===== src/rtl/core/pcw_pkg.sv =====
// types and constants shared by the png chunk walker modules
// no dependencies
package pcw_pkg;

    typedef enum logic [2:0] {
        PH_SIG,
        PH_LEN,
        PH_TYPE,
        PH_DATA,
        PH_CRC,
        PH_DONE
    } phase_t;

    localparam logic [3:0] EV_SIG_OK       = 4'd0;
    localparam logic [3:0] EV_SIG_BAD      = 4'd1;
    localparam logic [3:0] EV_IHDR_OK      = 4'd2;
    localparam logic [3:0] EV_IHDR_MISSING = 4'd3;
    localparam logic [3:0] EV_IDAT_FOUND   = 4'd4;
    localparam logic [3:0] EV_IEND_OK      = 4'd5;
    localparam logic [3:0] EV_NO_IDAT      = 4'd6;
    localparam logic [3:0] EV_NO_IEND      = 4'd7;
    localparam logic [3:0] EV_SUCCESS      = 4'd8;

    localparam int SIG_SIZE   = 8;
    localparam int FIELD_SIZE = 4;

    localparam logic [2:0] SIG_LAST   = 3'(SIG_SIZE - 1);
    localparam logic [2:0] FIELD_LAST = 3'(FIELD_SIZE - 1);

    localparam logic [7:0] SIG_BYTES [SIG_SIZE] = '{
        8'd137, 8'd80, 8'd78, 8'd71, 8'd13, 8'd10, 8'd26, 8'd10
    };

    localparam logic [31:0] TYPE_IHDR = 32'h4948_4452;
    localparam logic [31:0] TYPE_IDAT = 32'h4944_4154;
    localparam logic [31:0] TYPE_IEND = 32'h4945_4E44;

    // results caused by one byte; the second result never carries chunk fields
    typedef struct packed {
        logic [3:0]  code0;
        logic [3:0]  code1;
        logic        two;
        logic [31:0] offset;
        logic [31:0] length;
        logic [31:0] crc;
    } entry_t;

endpackage


===== src/rtl/core/pcw_byte_if.sv =====
// byte request channel of the png chunk walker
// no dependencies
interface pcw_byte_if;

    logic       valid;
    logic       ready;
    logic [7:0] byte_value;
    logic       end_of_file;

    modport source (output valid, output byte_value, output end_of_file, input ready);
    modport sink (input valid, input byte_value, input end_of_file, output ready);

endinterface


===== src/rtl/core/pcw_event_if.sv =====
// event request channel of the png chunk walker
// no dependencies
interface pcw_event_if;

    logic        valid;
    logic        ready;
    logic [3:0]  event_code;
    logic [31:0] chunk_offset;
    logic [31:0] chunk_length;
    logic [31:0] chunk_crc;
    logic        last_result;

    modport source (
        output valid, output event_code, output chunk_offset, output chunk_length,
        output chunk_crc, output last_result, input ready
    );
    modport sink (
        input valid, input event_code, input chunk_offset, input chunk_length,
        input chunk_crc, input last_result, output ready
    );

endinterface


===== src/rtl/core/pcw_front.sv =====
// front end: takes bytes, walks signature and chunk framing, classifies results
// depends on pcw_pkg and pcw_byte_if
module pcw_front (
    input  logic            clk,
    input  logic            rst_n,
    pcw_byte_if.sink        stream,
    output logic            push,
    output pcw_pkg::entry_t push_entry,
    input  logic            full
);

    pcw_pkg::phase_t phase_reg, phase_next, phase_step;
    logic [2:0]  byte_index_reg, byte_index_next;
    logic [31:0] file_offset_reg, file_offset_next;
    logic        seen_idat_reg, seen_idat_next;
    logic        first_chunk_reg, first_chunk_next;
    logic [31:0] skip_reg, skip_next;
    logic [31:0] chunk_start_reg, chunk_start_next;
    logic [31:0] length_reg, length_next;
    logic [31:0] type_reg, type_next;
    logic [31:0] crc_reg, crc_next;

    logic        accept;
    logic [7:0]  b;
    logic        eof;
    logic        sig_match;
    logic        field_last;
    logic [31:0] skip_dec;
    logic [31:0] crc_shifted;
    logic        crc_end;
    logic        is_ihdr, is_idat, is_iend;
    logic        have0;
    logic [3:0]  code0;
    logic        iend_pair;
    logic        verdict;
    logic        first_after, seen_after;
    logic        eof_extra;
    logic [3:0]  eof_code;

    assign stream.ready = !full;
    assign accept       = stream.valid && !full;
    assign b            = stream.byte_value;
    assign eof          = stream.end_of_file;

    // classify the current byte
    always_comb
    begin
        sig_match   = (b == pcw_pkg::SIG_BYTES[byte_index_reg]);
        field_last  = (byte_index_reg == pcw_pkg::FIELD_LAST);
        skip_dec    = skip_reg - 32'd1;
        crc_shifted = {crc_reg[23:0], b};
        crc_end     = (phase_reg == pcw_pkg::PH_CRC) && field_last;
        is_ihdr     = (type_reg == pcw_pkg::TYPE_IHDR);
        is_idat     = (type_reg == pcw_pkg::TYPE_IDAT);
        is_iend     = (type_reg == pcw_pkg::TYPE_IEND);
        have0       = 1'b0;
        code0       = pcw_pkg::EV_SIG_OK;
        iend_pair   = 1'b0;
        verdict     = 1'b0;
        case (phase_reg)
            pcw_pkg::PH_SIG:
            begin
                if (!sig_match)
                begin
                    have0   = 1'b1;
                    code0   = pcw_pkg::EV_SIG_BAD;
                    verdict = 1'b1;
                end
                else if (byte_index_reg == pcw_pkg::SIG_LAST)
                begin
                    have0 = 1'b1;
                    code0 = pcw_pkg::EV_SIG_OK;
                end
            end
            pcw_pkg::PH_CRC:
            begin
                if (field_last)
                begin
                    if (first_chunk_reg)
                    begin
                        have0   = 1'b1;
                        code0   = is_ihdr ? pcw_pkg::EV_IHDR_OK : pcw_pkg::EV_IHDR_MISSING;
                        verdict = !is_ihdr;
                    end
                    else if (is_idat)
                    begin
                        have0 = 1'b1;
                        code0 = pcw_pkg::EV_IDAT_FOUND;
                    end
                    else if (is_iend)
                    begin
                        have0     = 1'b1;
                        verdict   = 1'b1;
                        iend_pair = seen_idat_reg;
                        code0     = seen_idat_reg ? pcw_pkg::EV_IEND_OK : pcw_pkg::EV_NO_IDAT;
                    end
                end
            end
            default:
            begin
            end
        endcase
        first_after = first_chunk_reg && !(crc_end && is_ihdr);
        seen_after  = seen_idat_reg || (crc_end && !first_chunk_reg && is_idat);
    end

    // phase next state
    always_comb
    begin
        phase_step = phase_reg;
        case (phase_reg)
            pcw_pkg::PH_SIG:
            begin
                if (sig_match && (byte_index_reg == pcw_pkg::SIG_LAST))
                    phase_step = pcw_pkg::PH_LEN;
            end
            pcw_pkg::PH_LEN:
            begin
                if (field_last)
                    phase_step = pcw_pkg::PH_TYPE;
            end
            pcw_pkg::PH_TYPE:
            begin
                if (field_last)
                    phase_step = (length_reg == 32'd0) ? pcw_pkg::PH_CRC : pcw_pkg::PH_DATA;
            end
            pcw_pkg::PH_DATA:
            begin
                if (skip_dec == 32'd0)
                    phase_step = pcw_pkg::PH_CRC;
            end
            pcw_pkg::PH_CRC:
            begin
                if (field_last)
                    phase_step = pcw_pkg::PH_LEN;
            end
            default:
            begin
                phase_step = phase_reg;
            end
        endcase
        phase_next = phase_reg;
        if (accept)
        begin
            if (eof)
                phase_next = pcw_pkg::PH_SIG;
            else if (verdict)
                phase_next = pcw_pkg::PH_DONE;
            else
                phase_next = phase_step;
        end
    end

    // counters and shift registers
    always_comb
    begin
        byte_index_next  = byte_index_reg;
        file_offset_next = file_offset_reg;
        seen_idat_next   = seen_idat_reg;
        first_chunk_next = first_chunk_reg;
        skip_next        = skip_reg;
        chunk_start_next = chunk_start_reg;
        length_next      = length_reg;
        type_next        = type_reg;
        crc_next         = crc_reg;
        if (accept)
        begin
            case (phase_reg)
                pcw_pkg::PH_SIG:
                begin
                    if (sig_match)
                        byte_index_next = (byte_index_reg == pcw_pkg::SIG_LAST) ? 3'd0
                                                                 : byte_index_reg + 3'd1;
                end
                pcw_pkg::PH_LEN:
                begin
                    if (byte_index_reg == 3'd0)
                        chunk_start_next = file_offset_reg;
                    length_next     = {length_reg[23:0], b};
                    byte_index_next = field_last ? 3'd0 : byte_index_reg + 3'd1;
                end
                pcw_pkg::PH_TYPE:
                begin
                    type_next       = {type_reg[23:0], b};
                    byte_index_next = field_last ? 3'd0 : byte_index_reg + 3'd1;
                    if (field_last)
                        skip_next = length_reg;
                end
                pcw_pkg::PH_DATA:
                begin
                    skip_next = skip_dec;
                end
                pcw_pkg::PH_CRC:
                begin
                    crc_next        = crc_shifted;
                    byte_index_next = field_last ? 3'd0 : byte_index_reg + 3'd1;
                end
                default:
                begin
                end
            endcase
            seen_idat_next   = seen_after;
            first_chunk_next = first_after;
            file_offset_next = file_offset_reg + 32'd1;
            if (eof)
            begin
                byte_index_next  = 3'd0;
                file_offset_next = 32'd0;
                seen_idat_next   = 1'b0;
                first_chunk_next = 1'b1;
            end
        end
    end

    // queue entry
    always_comb
    begin
        eof_extra = eof && !verdict && (phase_step != pcw_pkg::PH_DONE);
        if (phase_step == pcw_pkg::PH_SIG)
            eof_code = pcw_pkg::EV_SIG_BAD;
        else if (first_after)
            eof_code = pcw_pkg::EV_IHDR_MISSING;
        else if (seen_after)
            eof_code = pcw_pkg::EV_NO_IEND;
        else
            eof_code = pcw_pkg::EV_NO_IDAT;

        push              = accept && (have0 || eof_extra);
        push_entry.code0  = have0 ? code0 : eof_code;
        push_entry.code1  = iend_pair ? pcw_pkg::EV_SUCCESS : eof_code;
        push_entry.two    = have0 && (iend_pair || eof_extra);
        push_entry.offset = 32'd0;
        push_entry.length = 32'd0;
        push_entry.crc    = 32'd0;
        if (have0 && (code0 == pcw_pkg::EV_IDAT_FOUND))
        begin
            push_entry.offset = chunk_start_reg;
            push_entry.length = length_reg;
            push_entry.crc    = crc_shifted;
        end
    end

    always_ff @(posedge clk or negedge rst_n)
    begin
        if (!rst_n)
        begin
            phase_reg       <= pcw_pkg::PH_SIG;
            byte_index_reg  <= 3'd0;
            file_offset_reg <= 32'd0;
            seen_idat_reg   <= 1'b0;
            first_chunk_reg <= 1'b1;
        end
        else
        begin
            phase_reg       <= phase_next;
            byte_index_reg  <= byte_index_next;
            file_offset_reg <= file_offset_next;
            seen_idat_reg   <= seen_idat_next;
            first_chunk_reg <= first_chunk_next;
        end
    end

    always_ff @(posedge clk)
    begin
        skip_reg        <= skip_next;
        chunk_start_reg <= chunk_start_next;
        length_reg      <= length_next;
        type_reg        <= type_next;
        crc_reg         <= crc_next;
    end

endmodule


===== src/rtl/core/pcw_queue.sv =====
// short queue of classified results between front and back
// depends on pcw_pkg
module pcw_queue #(
    parameter int DEPTH = 4
) (
    input  logic            clk,
    input  logic            rst_n,
    input  logic            push,
    input  pcw_pkg::entry_t push_entry,
    output logic            full,
    input  logic            pop,
    output pcw_pkg::entry_t head,
    output logic            head_valid
);

    localparam int PTR_W = (DEPTH > 1) ? $clog2(DEPTH) : 1;
    localparam int CNT_W = $clog2(DEPTH + 1);

    pcw_pkg::entry_t slots [DEPTH];

    logic [PTR_W-1:0] wr_ptr_reg, wr_ptr_next;
    logic [PTR_W-1:0] rd_ptr_reg, rd_ptr_next;
    logic [CNT_W-1:0] count_reg, count_next;

    assign full       = (count_reg == CNT_W'(DEPTH));
    assign head_valid = (count_reg != '0);
    assign head       = slots[rd_ptr_reg];

    always_comb
    begin
        wr_ptr_next = wr_ptr_reg;
        rd_ptr_next = rd_ptr_reg;
        count_next  = count_reg;
        if (push)
            wr_ptr_next = (wr_ptr_reg == PTR_W'(DEPTH - 1)) ? '0 : wr_ptr_reg + 1'b1;
        if (pop)
            rd_ptr_next = (rd_ptr_reg == PTR_W'(DEPTH - 1)) ? '0 : rd_ptr_reg + 1'b1;
        if (push && !pop)
            count_next = count_reg + 1'b1;
        else if (pop && !push)
            count_next = count_reg - 1'b1;
    end

    always_ff @(posedge clk or negedge rst_n)
    begin
        if (!rst_n)
        begin
            wr_ptr_reg <= '0;
            rd_ptr_reg <= '0;
            count_reg  <= '0;
        end
        else
        begin
            wr_ptr_reg <= wr_ptr_next;
            rd_ptr_reg <= rd_ptr_next;
            count_reg  <= count_next;
        end
    end

    always_ff @(posedge clk)
    begin
        if (push)
            slots[wr_ptr_reg] <= push_entry;
    end

endmodule


===== src/rtl/core/pcw_emit.sv =====
// back end: unpacks queued entries into single event requests
// depends on pcw_pkg and pcw_event_if
module pcw_emit (
    input  logic            clk,
    input  logic            rst_n,
    input  pcw_pkg::entry_t head,
    input  logic            head_valid,
    output logic            pop,
    pcw_event_if.source     events
);

    logic        valid_reg, valid_next;
    logic        sec_pending_reg, sec_pending_next;
    logic [3:0]  sec_code_reg, sec_code_next;
    logic [3:0]  code_reg, code_next;
    logic [31:0] offset_reg, offset_next;
    logic [31:0] length_reg, length_next;
    logic [31:0] crc_reg, crc_next;
    logic        last_reg, last_next;
    logic        load;

    assign load = !valid_reg || events.ready;
    assign pop  = load && !sec_pending_reg && head_valid;

    always_comb
    begin
        valid_next       = valid_reg;
        sec_pending_next = sec_pending_reg;
        sec_code_next    = sec_code_reg;
        code_next        = code_reg;
        offset_next      = offset_reg;
        length_next      = length_reg;
        crc_next         = crc_reg;
        last_next        = last_reg;
        if (load)
        begin
            if (sec_pending_reg)
            begin
                valid_next       = 1'b1;
                sec_pending_next = 1'b0;
                code_next        = sec_code_reg;
                offset_next      = 32'd0;
                length_next      = 32'd0;
                crc_next         = 32'd0;
                last_next        = 1'b1;
            end
            else if (head_valid)
            begin
                valid_next       = 1'b1;
                sec_pending_next = head.two;
                sec_code_next    = head.code1;
                code_next        = head.code0;
                offset_next      = head.offset;
                length_next      = head.length;
                crc_next         = head.crc;
                last_next        = !head.two;
            end
            else
            begin
                valid_next = 1'b0;
            end
        end
    end

    always_ff @(posedge clk or negedge rst_n)
    begin
        if (!rst_n)
        begin
            valid_reg       <= 1'b0;
            sec_pending_reg <= 1'b0;
        end
        else
        begin
            valid_reg       <= valid_next;
            sec_pending_reg <= sec_pending_next;
        end
    end

    always_ff @(posedge clk)
    begin
        sec_code_reg <= sec_code_next;
        code_reg     <= code_next;
        offset_reg   <= offset_next;
        length_reg   <= length_next;
        crc_reg      <= crc_next;
        last_reg     <= last_next;
    end

    assign events.valid        = valid_reg;
    assign events.event_code   = code_reg;
    assign events.chunk_offset = offset_reg;
    assign events.chunk_length = length_reg;
    assign events.chunk_crc    = crc_reg;
    assign events.last_result  = last_reg;

endmodule


===== src/rtl/core/png_chunk_walker.sv =====
// top level of the png chunk walker: front end, result queue, back end
// depends on pcw_pkg, pcw_byte_if, pcw_event_if, pcw_front, pcw_queue, pcw_emit
//
// channel  dir  payload                                                 per request
// stream   in   byte_value[7:0], end_of_file                            one file byte
// events   out  event_code[3:0], chunk_offset, chunk_length, chunk_crc,  one event
//               last_result
//
// one byte per cycle; a byte's results enter the queue in the same cycle
// events leave one per cycle from a registered output while events.ready is high
// stream.ready drops only while the QUEUE_DEPTH-entry queue is full
// asynchronous active-low reset returns the walker to the signature phase
module png_chunk_walker #(
    parameter int QUEUE_DEPTH = 4
) (
    input  logic        clk,
    input  logic        rst_n,
    pcw_byte_if.sink    stream,
    pcw_event_if.source events
);

    logic            push;
    pcw_pkg::entry_t push_entry;
    logic            full;
    logic            pop;
    pcw_pkg::entry_t head;
    logic            head_valid;

    pcw_front u_front (
        .clk        (clk),
        .rst_n      (rst_n),
        .stream     (stream),
        .push       (push),
        .push_entry (push_entry),
        .full       (full)
    );

    pcw_queue #(
        .DEPTH (QUEUE_DEPTH)
    ) u_queue (
        .clk        (clk),
        .rst_n      (rst_n),
        .push       (push),
        .push_entry (push_entry),
        .full       (full),
        .pop        (pop),
        .head       (head),
        .head_valid (head_valid)
    );

    pcw_emit u_emit (
        .clk        (clk),
        .rst_n      (rst_n),
        .head       (head),
        .head_valid (head_valid),
        .pop        (pop),
        .events     (events)
    );

endmodule


===== src/flat_wrapper.sv =====
// flat-port wrapper written by rule: the top's interface ports become plain ports
module png_chunk_walker_flat 
#(
    parameter int QUEUE_DEPTH = 4
)
  (clk, rst_n, stream_valid, stream_byte_value, stream_end_of_file, stream_ready, events_valid, events_event_code, events_chunk_offset, events_chunk_length, events_chunk_crc, events_last_result, events_ready);
  pcw_byte_if stream_i ();
  pcw_event_if events_i ();
  input  logic clk;
  input  logic rst_n;
  input wire logic [$bits(stream_i.valid)-1:0] stream_valid;
  input wire logic [$bits(stream_i.byte_value)-1:0] stream_byte_value;
  input wire logic [$bits(stream_i.end_of_file)-1:0] stream_end_of_file;
  output wire logic [$bits(stream_i.ready)-1:0] stream_ready;
  output wire logic [$bits(events_i.valid)-1:0] events_valid;
  output wire logic [$bits(events_i.event_code)-1:0] events_event_code;
  output wire logic [$bits(events_i.chunk_offset)-1:0] events_chunk_offset;
  output wire logic [$bits(events_i.chunk_length)-1:0] events_chunk_length;
  output wire logic [$bits(events_i.chunk_crc)-1:0] events_chunk_crc;
  output wire logic [$bits(events_i.last_result)-1:0] events_last_result;
  input wire logic [$bits(events_i.ready)-1:0] events_ready;
  assign stream_i.valid = stream_valid;
  assign stream_i.byte_value = stream_byte_value;
  assign stream_i.end_of_file = stream_end_of_file;
  assign stream_ready = stream_i.ready;
  assign events_valid = events_i.valid;
  assign events_event_code = events_i.event_code;
  assign events_chunk_offset = events_i.chunk_offset;
  assign events_chunk_length = events_i.chunk_length;
  assign events_chunk_crc = events_i.chunk_crc;
  assign events_last_result = events_i.last_result;
  assign events_i.ready = events_ready;
  png_chunk_walker #(.QUEUE_DEPTH(QUEUE_DEPTH)) u_core (.clk(clk), .rst_n(rst_n), .stream(stream_i), .events(events_i));
endmodule

===== config.mk =====
export PLATFORM = sky130hd
export DESIGN_NAME = png_chunk_walker_flat
export DESIGN_NICKNAME = d
export VERILOG_FILES = /design/src/rtl/core/pcw_pkg.sv /design/src/rtl/core/pcw_byte_if.sv /design/src/rtl/core/pcw_event_if.sv /design/src/rtl/core/pcw_front.sv /design/src/rtl/core/pcw_queue.sv /design/src/rtl/core/pcw_emit.sv /design/src/rtl/core/png_chunk_walker.sv /design/src/flat_wrapper.sv
export SDC_FILE = /design/constraint.sdc
export NUM_CORES = 1
export LEC_CHECK = 0
export ABC_AREA = 0
export CAP_MARGIN = 25
export CORE_ASPECT_RATIO = 0.7
export CORE_MARGIN = 2
export CORE_UTILIZATION = 40
export DETAILED_ROUTE_END_ITERATION = 8
export DONT_BUFFER_PORTS = 1
export GPL_TIMING_DRIVEN = 0
export SLEW_MARGIN = 20
export SYNTH_ARGS = -nofsm -noshare
export SYNTH_HDL_FRONTEND = slang
export SYNTH_SLANG_ARGS = --single-unit

===== constraint.sdc =====
create_clock -name clk -period 6.4 [get_ports clk]
set_input_delay 0 -clock clk [delete_from_list [all_inputs] [get_ports clk]]
set_output_delay 0 -clock clk [all_outputs]
set_load 0.03 [all_outputs]

==> results.md <==
- TritonCTS clock tree: built
- Synthesis Warnings: 0
- Mean Syn Cell Area: 17.8 um^2
- Reg with most FFs: u_core.u_queue.slots
- Post-CTS sizing: 0
- Syn Inst Count: 1,601
- Post-synth cell types: 69
- Largest register FFs: 416
- Largest net degree at the start of global routing: 49
- Lkg Pwr: 10.8 nW
- Hold WS: 61.9 ps
- Post-layout minimum cycle time: 4450 ps
- CP Cell Sequence: nor4b_1 -> nand4_1 -> nor3_1 -> a2bb2oi_1 -> nand4_1 -> a21oi_1 -> and2_4 -> buf_16 -> buf_16
- Mapped cell area: 28,500 um^2
- Io pins: 116
- Fmax achieved: 225 MHz
- Starting Density: 40.6%
- Clock sink count: 722
- Post-route ant nets: 0
- Flops & latches, synth: 722
- Number of buffers on the longest clock path: 3
- Crit path from: u_core.u_front.type_reg[13]
- Wire per inst: 21.7 um
- Hold_sp: stream_byte_value[3]
- Worst Hold Class: primary input to flip-flop
- Core Region: 70,200 um^2
- Max Cap Violations: 0
- Post-synth EDFFs: 673
- Crit path DAT: 4730 ps
- Period utilisation layout: 69.5%
- Worst-path maximum fanout: 41
- CP Data Required Time: 6690 ps
- Skew-Pair Late Insertion Delay: 620 ps
- Power Density: 438 nW/um^2
- Fin nets: 1,746
- Top post-synthesis cells by area: edfxtp_1 71%, mux4_2 8.2%, dfrtp_1 4.2%, and2_1 2.3%, nor2b_1 2.3%
- Post-DP HPWL: 38.1 mm
- Die height: 227 um
- Die Area: 73,500 um^2
- RD Place Congestion: 0.872
- Top cell type's share of synthesized area: 70.8%
- CTS Buf Count: 72
- Syn Nets: 1,631
- Max-slew headroom: 31.8%
- Vias in the first global route: 14,400
- Final Setup Violations: 0
- H-tree depth: 3
- Yosys top cell by area: edfxtp_1
- DRC violations left: 0
- Die span in x: 323 um
- Drt first pass iters: 6
- Synth Flop Type: edfxtp_1
- Post-synth ARST share: 6.79%
- WL final: 59.2 mm
- Row count: 81
- R2r startpoint: u_core.u_front.type_reg[13]
- IO Port Bufs: 0
- VDD IR-drop max: 0.000207 V
- Reg clk slew, reported paths: 60 ps
- GR Overflow Total: 0
- Final Hold Vio Count: 0
- DRT iter0 DRCs: 1,248
- Worst-margin pin slew: 1020 ps
- Root Buffer: clkbuf_16
- Area Growth Syn to Fin: 14.6%
- Max-slew violations: 0
- Critical-path top delay cell: a21oi_1
- RSZ-0062 raised after global routing: false
- Vias per Instance: 5.25
- CP startpoint kind: flip-flop
- Sequential-to-total area share from yosys stat: 75.1%
- Non-Filler Instances: 2,729
- Clk_skew: 23.1 ps
- Layout cell share with drive strength beyond 1: 16.1%
- WS Path Type: flip-flop to flip-flop
- Core Util, Final: 46.5%
- Placed Cells: 2,580
- Initial antenna violation count: 11
- Gr usage total: 16.3%
- CP Capture Type: flip-flop
- Status: complete, no violations
- Slowest stage delay, CP: 730 ps
- DR vias: 14,300
- First-pass GRT wire length: 89.2 mm
-- Yosys cell counts (all sizes together) (23+ instances only) --
library cell  count
nand3            26
edfxtp          673
nor2b           103
o21ai            46
nand2            60
dfrtp            48
xnor2            23
and2            104
mux4            104
nor2             55
nor3             26
clkbuf           52
xor2             31
-- worst paths after layout --
kind                       cells past startpoint  slack, ps                                  to
max in group asynchronous                      3       6080  u_core.u_front.file_offset_reg[17]
setup reg to reg                               9       1950          u_core.u_queue.slots[3][0]
setup / recovery                               9       1950          u_core.u_queue.slots[3][0]
hold / removal                                 4         60         u_core.u_queue.slots[2][98]
min in group asynchronous                      2         70      u_core.u_front.first_chunk_reg
hold reg to reg                                0        440          u_core.u_front.type_reg[8]
-- layer usage --
layer / GRT usage [%] / vias to the layer above / routed length (um)
li1: - / 6459 / -
met1: 24.5 / 7410 / 28400
met2: 24.5 / 391 / 26600
met3: 3.27 / 71 / 3270
met4: 3.78 / 0 / 1010
met5: 0 / - / 0
-- where the power goes --
group / switching (mW) / internal, mW
Combinational: 1.57 / 1.21
Clock: 1.76 / 2.43
Sequential: 0.964 / 6.37
Total: 4.29 / 10.0
-- layout make-up --
class	count	area, um^2
Fill cell	5931	37500
Sequential cell	722	21400
Multi-Input combinational cell	788	6780
Clock buffer	86	1880
Tap cell	954	1190
Timing Repair Buffer	41	579
Clock inverter	45	462
Buffer	70	275
Inverter	21	78.8
Antenna cell	2	5.00
-- cells in the final DEF, fill, tap and decap left out, types with 21 or more instances in the layout --
cell type / Yosys / routed
clkbuf_16: 0 / 73
edfxtp_1: 673 / 673
xnor2_1: 23 / 23
nand3_1: 25 / 25
xor2_1: 31 / 31
mux4_2: 104 / 104
o21ai_0: 45 / 45
nor3_1: 25 / 25
nor2_1: 55 / 54
nor2b_1: 103 / 103
inv_1: 21 / 21
clkbuf_1: 48 / 61
and2_1: 104 / 100
nand2_1: 60 / 60
dfrtp_1: 48 / 48
-- critical path, delay by kind of cell, from the launching register on --
family / cells / cell delay, ps
simple gates: 5 / 2020
compound gates: 2 / 1070
buf+inv: 2 / 610
flops: 1 / 390
-- cells by family (layout without fill, tap and decap cells) --
group           after synthesis  after routing  synth area share [%]
xor+xnor                     54             54                  1.66
compound gates              112            112                  2.44
buf+inv                      91            263                  1.24
other cells                   0              2                     0
flops                       722            722                  75.1
mux                         122            122                  8.90
simple gates                483            483                  9.85
fa+ha+maj                    17             17                 0.772
-- stage by stage --
step	worst slack, ps	area, um^2	power (mW)	TNS [ps]
after floorplan	643	28500	9.29	0
after global placement	-2150	29700	10.2	-845520
after detailed placement	2050	30100	10.3	0
after CTS	2040	32700	14.5	0
after global routing	1640	32700	14.9	0
final	1950	32700	14.3	0
-- what timing repair did --
action                                  4_1_cts  5_1_grt
hold endpoints to repair                    131        0
hold buffers                                 15        0
endpoints found under the setup margin        0        0
buffers inserted                              0        0
No activity file was read; power rests on OpenSTA's default activity.
